==> src/rtl/hsvrgb_pkg.sv <==
// Shared types and constants for the HSV to RGB converter.
package hsvrgb_pkg;

    // Field widths.
    localparam int HUE_W  = 11;
    localparam int CHAN_W = 8;
    localparam int NUM_W  = 16;

    // One full turn of hue: six sectors of 256 steps.
    localparam logic [HUE_W-1:0] HUE_FULL_TURN = 11'd1536;

    // 255 * 256, the scale of the q and t numerators, and half of it for rounding.
    localparam logic [NUM_W-1:0] FRAC_SCALE = 16'd65280;
    localparam logic [NUM_W-1:0] FRAC_HALF  = 16'd32640;

    // Rounding offset for the p term, which is scaled by 255 only.
    localparam logic [NUM_W-1:0] P_HALF = 16'd127;

    // Full-scale channel value.
    localparam logic [CHAN_W-1:0] CHAN_MAX = 8'd255;

    // Hue sectors, named by the color at their start.
    typedef enum logic [2:0] {
        SEC_RED     = 3'd0,
        SEC_YELLOW  = 3'd1,
        SEC_GREEN   = 3'd2,
        SEC_CYAN    = 3'd3,
        SEC_BLUE    = 3'd4,
        SEC_MAGENTA = 3'd5
    } sector_t;

    // Side information that travels down the pipeline with each pixel.
    typedef struct packed {
        sector_t            sector;
        logic [CHAN_W-1:0]  val;
    } pix_ctl_t;

endpackage

==> src/rtl/hsvrgb_front.sv <==
// Front end of the converter: hue decode, saturation products and scaled numerators.
module hsvrgb_front (
    input  logic                         clk,
    input  logic                         en_s1,
    input  logic                         en_s2,
    input  logic [hsvrgb_pkg::HUE_W-1:0]  hue_in,
    input  logic [hsvrgb_pkg::CHAN_W-1:0] sat_in,
    input  logic [hsvrgb_pkg::CHAN_W-1:0] val_in,
    output logic [hsvrgb_pkg::NUM_W-1:0]  num_p,
    output logic [hsvrgb_pkg::NUM_W-1:0]  num_q,
    output logic [hsvrgb_pkg::NUM_W-1:0]  num_t,
    output hsvrgb_pkg::pix_ctl_t          ctl
);
    import hsvrgb_pkg::*;

    logic [HUE_W-1:0]   hue_wrap;
    logic [CHAN_W-1:0]  frac;
    logic [CHAN_W:0]    frac_inv;
    logic [NUM_W-1:0]   sf_next;
    logic [NUM_W-1:0]   st_next;
    logic [NUM_W-1:0]   sf_reg;
    logic [NUM_W-1:0]   st_reg;
    logic [CHAN_W-1:0]  sat_inv_next;
    logic [CHAN_W-1:0]  sat_inv_reg;
    pix_ctl_t           ctl_next;
    pix_ctl_t           ctl1_reg;

    logic [NUM_W-1:0]        coef_q;
    logic [NUM_W-1:0]        coef_t;
    logic [NUM_W-1:0]        prod_p;
    logic [NUM_W+CHAN_W-1:0] prod_q;
    logic [NUM_W+CHAN_W-1:0] prod_t;
    logic [NUM_W+CHAN_W-1:0] sum_q;
    logic [NUM_W+CHAN_W-1:0] sum_t;
    logic [NUM_W-1:0]        num_p_next;
    logic [NUM_W-1:0]        num_q_next;
    logic [NUM_W-1:0]        num_t_next;
    logic [NUM_W-1:0]        num_p_reg;
    logic [NUM_W-1:0]        num_q_reg;
    logic [NUM_W-1:0]        num_t_reg;
    pix_ctl_t                ctl2_reg;

    // Stage 1: a hue at or past a full turn wraps to red, then split into sector and fraction.
    always_comb
    begin
        hue_wrap        = (hue_in >= HUE_FULL_TURN) ? '0 : hue_in;
        frac            = hue_wrap[CHAN_W-1:0];
        frac_inv        = 9'd256 - {1'b0, frac};
        sf_next         = {8'd0, sat_in} * {8'd0, frac};
        st_next         = {8'd0, sat_in} * {7'd0, frac_inv};
        sat_inv_next    = CHAN_MAX - sat_in;
        ctl_next.sector = sector_t'(hue_wrap[HUE_W-1:CHAN_W]);
        ctl_next.val    = val_in;
    end

    always_ff @(posedge clk)
    begin
        if (en_s1)
        begin
            sf_reg      <= sf_next;
            st_reg      <= st_next;
            sat_inv_reg <= sat_inv_next;
            ctl1_reg    <= ctl_next;
        end
    end

    // Stage 2: scale by value and add the rounding half; q and t drop their factor of 256.
    always_comb
    begin
        coef_q     = FRAC_SCALE - sf_reg;
        coef_t     = FRAC_SCALE - st_reg;
        prod_p     = {8'd0, ctl1_reg.val} * {8'd0, sat_inv_reg};
        prod_q     = {16'd0, ctl1_reg.val} * {8'd0, coef_q};
        prod_t     = {16'd0, ctl1_reg.val} * {8'd0, coef_t};
        sum_q      = prod_q + {8'd0, FRAC_HALF};
        sum_t      = prod_t + {8'd0, FRAC_HALF};
        num_p_next = prod_p + P_HALF;
        num_q_next = sum_q[NUM_W+CHAN_W-1:CHAN_W];
        num_t_next = sum_t[NUM_W+CHAN_W-1:CHAN_W];
    end

    always_ff @(posedge clk)
    begin
        if (en_s2)
        begin
            num_p_reg <= num_p_next;
            num_q_reg <= num_q_next;
            num_t_reg <= num_t_next;
            ctl2_reg  <= ctl1_reg;
        end
    end

    assign num_p = num_p_reg;
    assign num_q = num_q_reg;
    assign num_t = num_t_reg;
    assign ctl   = ctl2_reg;

endmodule

==> src/rtl/hsvrgb_div255.sv <==
// Division of a 16-bit numerator by 255 through a reciprocal multiply and one correction.
module hsvrgb_div255 (
    input  logic                         clk,
    input  logic                         en,
    input  logic [hsvrgb_pkg::NUM_W-1:0]  num,
    output logic [hsvrgb_pkg::CHAN_W-1:0] quo
);
    import hsvrgb_pkg::*;

    logic [NUM_W+CHAN_W-1:0] recip_prod;
    logic [CHAN_W-1:0]       est_next;
    logic [CHAN_W-1:0]       est_reg;
    logic [NUM_W-1:0]        num_reg;
    logic [NUM_W-1:0]        est_times;
    logic [NUM_W-1:0]        rem;

    // Estimate num * 257 / 65536; it is never above the true quotient and at most one below.
    always_comb
    begin
        recip_prod = {8'd0, num} * 24'd257;
        est_next   = recip_prod[NUM_W+CHAN_W-1:NUM_W];
    end

    always_ff @(posedge clk)
    begin
        if (en)
        begin
            est_reg <= est_next;
            num_reg <= num;
        end
    end

    // Correct the estimate when the remainder still holds a whole 255.
    always_comb
    begin
        est_times = ({8'd0, est_reg} << CHAN_W) - {8'd0, est_reg};
        rem       = num_reg - est_times;
        quo       = (rem >= {8'd0, CHAN_MAX}) ? est_reg + 8'd1 : est_reg;
    end

endmodule

==> src/rtl/hsv_to_rgb_converter.sv <==
// HSV to RGB converter: a four-stage pipeline taking one pixel request per clock
// while out_ready lets the output drain; throughput is then one pixel per cycle,
// set by the fully pipelined multiply stages.
// Each stage stalls only when it is full and the stage after it cannot advance.
// Reset clears all valid bits; payload registers are not reset.
module hsv_to_rgb_converter (
    input  logic                         clk,
    input  logic                         rst_n,
    input  logic                         in_valid,
    output logic                         in_ready,
    input  logic [hsvrgb_pkg::HUE_W-1:0]  hue_in,
    input  logic [hsvrgb_pkg::CHAN_W-1:0] sat_in,
    input  logic [hsvrgb_pkg::CHAN_W-1:0] val_in,
    output logic                         out_valid,
    input  logic                         out_ready,
    output logic [hsvrgb_pkg::CHAN_W-1:0] red_out,
    output logic [hsvrgb_pkg::CHAN_W-1:0] green_out,
    output logic [hsvrgb_pkg::CHAN_W-1:0] blue_out
);
    import hsvrgb_pkg::*;

    logic s1_vld_reg;
    logic s2_vld_reg;
    logic s3_vld_reg;
    logic s4_vld_reg;
    logic en_s1;
    logic en_s2;
    logic en_s3;
    logic en_s4;

    logic [NUM_W-1:0]  num_p;
    logic [NUM_W-1:0]  num_q;
    logic [NUM_W-1:0]  num_t;
    pix_ctl_t          ctl2;
    pix_ctl_t          ctl3_reg;
    logic [CHAN_W-1:0] chan_p;
    logic [CHAN_W-1:0] chan_q;
    logic [CHAN_W-1:0] chan_t;

    logic [CHAN_W-1:0] red_next;
    logic [CHAN_W-1:0] green_next;
    logic [CHAN_W-1:0] blue_next;
    logic [CHAN_W-1:0] red_reg;
    logic [CHAN_W-1:0] green_reg;
    logic [CHAN_W-1:0] blue_reg;

    // A stage may load when it is empty or its contents move on in the same cycle.
    assign en_s4    = !s4_vld_reg || out_ready;
    assign en_s3    = !s3_vld_reg || en_s4;
    assign en_s2    = !s2_vld_reg || en_s3;
    assign en_s1    = !s1_vld_reg || en_s2;
    assign in_ready = en_s1;

    // Valid bits follow the data down the pipeline.
    always_ff @(posedge clk or negedge rst_n)
    begin
        if (!rst_n)
        begin
            s1_vld_reg <= 1'b0;
            s2_vld_reg <= 1'b0;
            s3_vld_reg <= 1'b0;
            s4_vld_reg <= 1'b0;
        end
        else
        begin
            if (en_s1)
            begin
                s1_vld_reg <= in_valid;
            end
            if (en_s2)
            begin
                s2_vld_reg <= s1_vld_reg;
            end
            if (en_s3)
            begin
                s3_vld_reg <= s2_vld_reg;
            end
            if (en_s4)
            begin
                s4_vld_reg <= s3_vld_reg;
            end
        end
    end

    // Stages 1 and 2: hue decode and the p, q, t numerators.
    hsvrgb_front u_front (
        .clk    (clk),
        .en_s1  (en_s1),
        .en_s2  (en_s2),
        .hue_in (hue_in),
        .sat_in (sat_in),
        .val_in (val_in),
        .num_p  (num_p),
        .num_q  (num_q),
        .num_t  (num_t),
        .ctl    (ctl2)
    );

    // Stage 3: one divide-by-255 unit per term.
    hsvrgb_div255 u_div_p (
        .clk (clk),
        .en  (en_s3),
        .num (num_p),
        .quo (chan_p)
    );

    hsvrgb_div255 u_div_q (
        .clk (clk),
        .en  (en_s3),
        .num (num_q),
        .quo (chan_q)
    );

    hsvrgb_div255 u_div_t (
        .clk (clk),
        .en  (en_s3),
        .num (num_t),
        .quo (chan_t)
    );

    always_ff @(posedge clk)
    begin
        if (en_s3)
        begin
            ctl3_reg <= ctl2;
        end
    end

    // Stage 4: route p, q, t and value to the channels by sector.
    // Zero saturation needs no special path, since p, q and t all equal value then.
    always_comb
    begin
        unique case (ctl3_reg.sector)
            SEC_RED:
            begin
                red_next   = ctl3_reg.val;
                green_next = chan_t;
                blue_next  = chan_p;
            end
            SEC_YELLOW:
            begin
                red_next   = chan_q;
                green_next = ctl3_reg.val;
                blue_next  = chan_p;
            end
            SEC_GREEN:
            begin
                red_next   = chan_p;
                green_next = ctl3_reg.val;
                blue_next  = chan_t;
            end
            SEC_CYAN:
            begin
                red_next   = chan_p;
                green_next = chan_q;
                blue_next  = ctl3_reg.val;
            end
            SEC_BLUE:
            begin
                red_next   = chan_t;
                green_next = chan_p;
                blue_next  = ctl3_reg.val;
            end
            default:
            begin
                red_next   = ctl3_reg.val;
                green_next = chan_p;
                blue_next  = chan_q;
            end
        endcase
    end

    always_ff @(posedge clk)
    begin
        if (en_s4)
        begin
            red_reg   <= red_next;
            green_reg <= green_next;
            blue_reg  <= blue_next;
        end
    end

    assign out_valid = s4_vld_reg;
    assign red_out   = red_reg;
    assign green_out = green_reg;
    assign blue_out  = blue_reg;

endmodule
==> config.mk <==
export PLATFORM = sky130hd
export DESIGN_NAME = hsv_to_rgb_converter
export DESIGN_NICKNAME = d
export VERILOG_FILES = /design/src/rtl/hsvrgb_pkg.sv /design/src/rtl/hsvrgb_front.sv /design/src/rtl/hsvrgb_div255.sv /design/src/rtl/hsv_to_rgb_converter.sv
export SDC_FILE = /design/constraint.sdc
export NUM_CORES = 1
export LEC_CHECK = 0
export BUFFER_PORTS_ARGS = -buffer_cell sky130_fd_sc_hd__buf_4
export CAP_MARGIN = 15
export CORE_MARGIN = 4
export CORE_UTILIZATION = 55
export CTS_CLUSTER_DIAMETER = 80
export DETAILED_ROUTE_END_ITERATION = 16
export PLACE_DENSITY_LB_ADDON = 0.05
export SLEW_MARGIN = 25
export SYNTH_ARGS = -nofsm -noshare
export SYNTH_HDL_FRONTEND = slang
export SYNTH_SLANG_ARGS = --single-unit
==> constraint.sdc <==
create_clock -name clk -period 9.9 [get_ports clk]
set_input_delay 2.97 -clock clk [delete_from_list [all_inputs] [get_ports clk]]
set_output_delay 2.97 -clock clk [all_outputs]
set_load 0.01 [all_outputs]
# Word-level counts from Yosys, hierarchy flattened
# Cells that the tools add are included.
[word_totals]
reg_bits = 221
latchBits = 0
ram_bits = 0
mem_bits_ro = 0
input_bits = 31
out_inout_bits = 26
word_cells = 77
memories = 0
[op_classes]
n_addsub = 16
mul = 8
div = 0
order_cmp = 4
n_eq_ne = 4
shift = 0
muxes = 7
bitwise_logic = 0
reduce_logical = 13
[op_table]
columns = ["cell", "count"]
rows = [
  ["$mul A16 B9 Y24 const B", 3],
  ["$pmux W8 S3", 3],
  ["$add A24 B15 Y24 const B", 2],
  ["$ge A16 B8 Y1 const B", 3],
  ["$mul A8 B16 Y24", 2],
  ["$sub A16 B16 Y16", 3],
  ["$sub A16 B8 Y16", 3],
  ["$mul A8 B8 Y16", 2],
  ["$mux W8", 4],
  ["$sub A16 B16 Y16 const A", 2],
  ["$add A8 B1 Y8 const B", 3],
  ["$add A16 B7 Y16 const B", 1],
  ["$mul A8 B9 Y16", 1],
  ["$ge A11 B11 Y1 const B", 1],
  ["$sub A9 B8 Y9 const A", 1],
  ["$reduce_or A2 Y1", 4],
  ["$sub A8 B8 Y8 const A", 1],
  ["$eq A3 B2 Y1 const B", 2],
  ["$logic_not A1 Y1", 4],
  ["$logic_or A1 B1 Y1", 4],
  ["$eq A3 B1 Y1 const B", 1],
  ["$eq A3 B3 Y1 const B", 1],
  ["$logic_not A3 Y1", 1],
]

# Longest topological paths before layout
[logic_depth]
word_depth = 5
depth_mapped = 27

# Modules after synthesis
# Synthesis repeated with hierarchy kept, for this count alone.
[hier_totals]
cells_unflattened = 2852
area_unflattened_um2 = 28117.0
[by_module_without_submodules]
columns = ["module", "n_inst", "cells_each", "area_each_um2", "seq_area_each_um2"]
rows = [
  ["hsvrgb_front", 1, 1872, 18087.3, 3273.1],
  ["hsvrgb_div255", 3, 266, 2598.7, 720.7],
  ["hsv_to_rgb_converter", 1, 182, 2233.4, 1151.1],
]

# Worst setup path before layout
# Ideal clock, no wire load.
[synth_path]
path_kind = "input to register"
from = "input port hue_in[10] in the netlist's numbering"
to = "register u_front.st_reg[13] (data pin)"
setup_ns = 0.258
t_arrival_ns = 7.809
t_required_ns = 9.642
path_slack_ns = 1.833
path_stages = 23
path_buffers = 1
cell_sequence = "nand2_1 -> clkbuf_1 -> nand2_1 -> ha_1 -> nand4_1 -> xor2_1 -> nand2_1 -> fa_1 -> inv_1 -> fa_1 -> fa_1 -> inv_1 -> fa_1 -> inv_1 -> ha_1 -> inv_1 -> o21ai_0 -> a21o_1 -> a21o_1 -> a21o_1 -> nand2_1 -> nor2b_1 -> xnor2_1"
[synth_between]
elab_chain_len = 4
[synth_rtl]
columns = ["element", "line_no", "rtl"]
rows = [
  ["start: declaration", "hsv_to_rgb_converter.sv:11", "input logic [hsvrgb_pkg::HUE_W-1:0] hue_in,"],
  ["$ge A11 B11 Y1", "hsvrgb_front.sv:46", "hue_wrap = (hue_in >= HUE_FULL_TURN) ? '0 : hue_in;"],
  ["$mux W8", "hsvrgb_front.sv:46", ""],
  ["$sub A9 B8 Y9", "hsvrgb_front.sv:48", "frac_inv = 9'd256 - {1'b0, frac};"],
  ["$mul A8 B9 Y16", "hsvrgb_front.sv:50", "st_next = {8'd0, sat_in} * {7'd0, frac_inv};"],
  ["net u_front.st_next[13]", "hsvrgb_front.sv:20", "logic [NUM_W-1:0] st_next;"],
  ["end signal: assignment", "hsvrgb_front.sv:61", "st_reg <= st_next;"],
  ["end: declaration", "hsvrgb_front.sv:22", "logic [NUM_W-1:0] st_reg;"],
]
# The timed path passes the listed nets, and every way through them passes these cells.
# A chain may end at the register's enable or synchronous reset.

# Final worst setup path
# Ends and elaborated chain as after synthesis.

==> results.ini <==
[setup_path]
critical_path.max_fanout = 26
setup.worst_path.class = in -> reg
cp_slowest_cell = xnor2_1
rr_startpoint = u_front.st_reg[3]
crit_path_start = hue_in[10]
cp-start-kind = input pin
arrival_ns = 8.69
end_kind = flop
critPathRequiredTime_ns = 10.19
crit_chain = buf_4, nand2_1, buf_4, nand2_1, and3_1, xnor2_1, nand2_1, fa_1, inv_1, fa_1, inv_1, fa_1, fa_1, inv_1, ha_1, a21oi_1, o21ai_0, a21o_1, a21o_1, a21o_1, nand2_1, nor2b_1, xnor2_1
cp_slowest_stage_delay_ns = 0.58

[placed_design]
dp_cells = 3400
gp_congestion = 0.9108
dp_hpwl_um = 46480
port_buffers = 56

[sta]
period_share = 0.8489
fin_crit_ns = 8.404
drv_slew = 0
setup_viol_count_final = 0
hold_violations = 0
tns_ns = 0
rsz0062_at_grt = false
fmax_mhz = 119.0
finClkSkew_ns = 0.01335
hold_slack_ns = 0.4151
slew_headroom = 0.3291
worstMarginPinSlew_ns = 1.006

[synth]
synthSimpleGateAreaFrac = 0.1538
yosysMostFrequentCell = inv_1
syn_nets = 3465
yosys-top-cells-count = inv_1, ha_1, fa_1, nand2_1, edfxtp_1
synth_xor_area_frac = 0.05198
synth_flop_cell = edfxtp_1
synth-compound-area-share = 0.07869
synth_edf_count = 216
synthAdderAreaFrac = 0.3823
synthMuxAreaShare = 0.007293
synth_cell_types = 74
postSynthAreaPerCell_um2 = 9.682
netlist_top_cells_area = edfxtp_1, fa_1, ha_1
synth.cell_area_mm2 = 0.02694
yosys_warnings = 0
synth_async_sr_flop_share = 0.01818
ys_seq_elements = 220
synth_top_area_share = 0.2408
syn-instance-count = 2782
seq_area_frac_synth = 0.2445
synth_top_family_by_area = adder cells
yosysTopAreaCell = edfxtp_1

[floorplanning]
io_pins = 57
fp.coreArea_mm2 = 0.04805
start_util = 0.5606
die_x_um = 229.3
num_rows = 80
dieArea_mm2 = 0.05258
die_h_um = 229.3

[route]
vias = 18860
drt_iter0_drc = 930
route.detailed.drc = 0
ant_nets = 0
dr.pass1.iters = 6
finalWirelength_um = 58290
viasPerCell = 5.471
drt-wirelength-per-cell_um = 16.91

[grt]
grt-ovfl-total = 0
grtUsageTotal = 0.2254
grt_pass1_wl_um = 98270
antenna_found_initial = 0
grt_max_degree = 80
grt_pass1_vias = 19410

[hold_path]
hold_start = u_front.ctl[9]
hp-class = reg -> reg

[clock_tree]
postCtsSetupRepairBufs = 0
cts_hold_buf = 0
numCtsBuffers = 26
cts_tree = done
cts-root-buf = clkbuf_16
cts-resized-gates = 0
clockBufferDepth = 3
clkSinkCount = 220
worstSkewPairLatency_ns = 0.54
htreeDepth = 1
path_clk_slew_ns = 0.06

[finish]
drive_above_1_share = 0.04520
fin_nets = 3497
syn_to_final_growth_pct = 7.047
final_cells = 3448

[run]
drv_cap = 0

[status]
outcome = finished clean

## layout make-up
class | count | area [um^2]
well taps | 615 | 769.5
inverters | 514 | 1929
clock inverters | 16 | 141.4
repair buffers | 72 | 548.0
multi-input cells | 1980 | 18170
diodes | 1 | 2.502
fillers | 4184 | 19210
clock buffers | 30 | 686.9
flip-flops and latches | 220 | 6586
## layout by cell type, fill, tap and decap left out, drive strengths merged, types with 12 or more instances in the layout
cell type  count
nand4         14
nor2b         29
nor3          40
buf           72
and2         199
a21oi         83
fa           285
inv          517
nand3         35
nand2        275
o21a          23
a21o          30
nor4          12
mux2i         14
xor2          48
nor2         131
nand2b        28
clkbuf        30
o211ai        13
xnor2        111
and3          33
o21ai         71
edfxtp       216
ha           367
## cell families after synthesis
family,after synthesis
and+or+nand+nor,831
muxes,19
DFF,220
adders and majority gates,652
xor gates and xnor gates,159
buffers and inverters,582
AOI/OAI and AO/OA,319
## worst max-delay path, delay by kind of cell
kind | cells | cell delay [ns]
adders and majority gates | 5 | 2.46
and+or+nand+nor | 6 | 1.16
xor gates and xnor gates | 2 | 0.66
buffers and inverters | 5 | 0.59
AOI/OAI and AO/OA | 5 | 0.83
## per-layer routing
| layer | GRT usage | routed length, um |
|---|---|---|
| met1 | 0.3140 | 26810 |
| met2 | 0.3890 | 28440 |
| met3 | 0.02224 | 2123 |
| met4 | 0.04241 | 918 |
| met5 | 0 | 0 |
## final timing paths
kind / to / depth (start not counted) / slack (ns)
min in group asynchronous: s2_vld_reg / 1 / 2.21
worst max-delay path: u_front.st_reg[13] / 23 / 1.50
worst min-delay path: ctl3_reg[9] / 0 / 0.42
max in group asynchronous: s3_vld_reg / 1 / 7.59
worst min register to register: ctl3_reg[9] / 0 / 0.42
worst max register to register: u_front.num_t[15] / 24 / 2.37
## per-stage QoR
step	util	cell area [um^2]	setup WS, ns
after CTS	0.5998	28820	1.470
final	0.6001	28830	1.496
after global routing	0.6001	28830	1.083
after detailed placement	0.5825	27990	0.9102
after floorplan	-	26940	1.833
after global placement	0.5825	27990	1.028
Power is left out: the tool's default activity adds up to more than one toggle a clock period on the data nets, which glitch-free logic cannot reach.
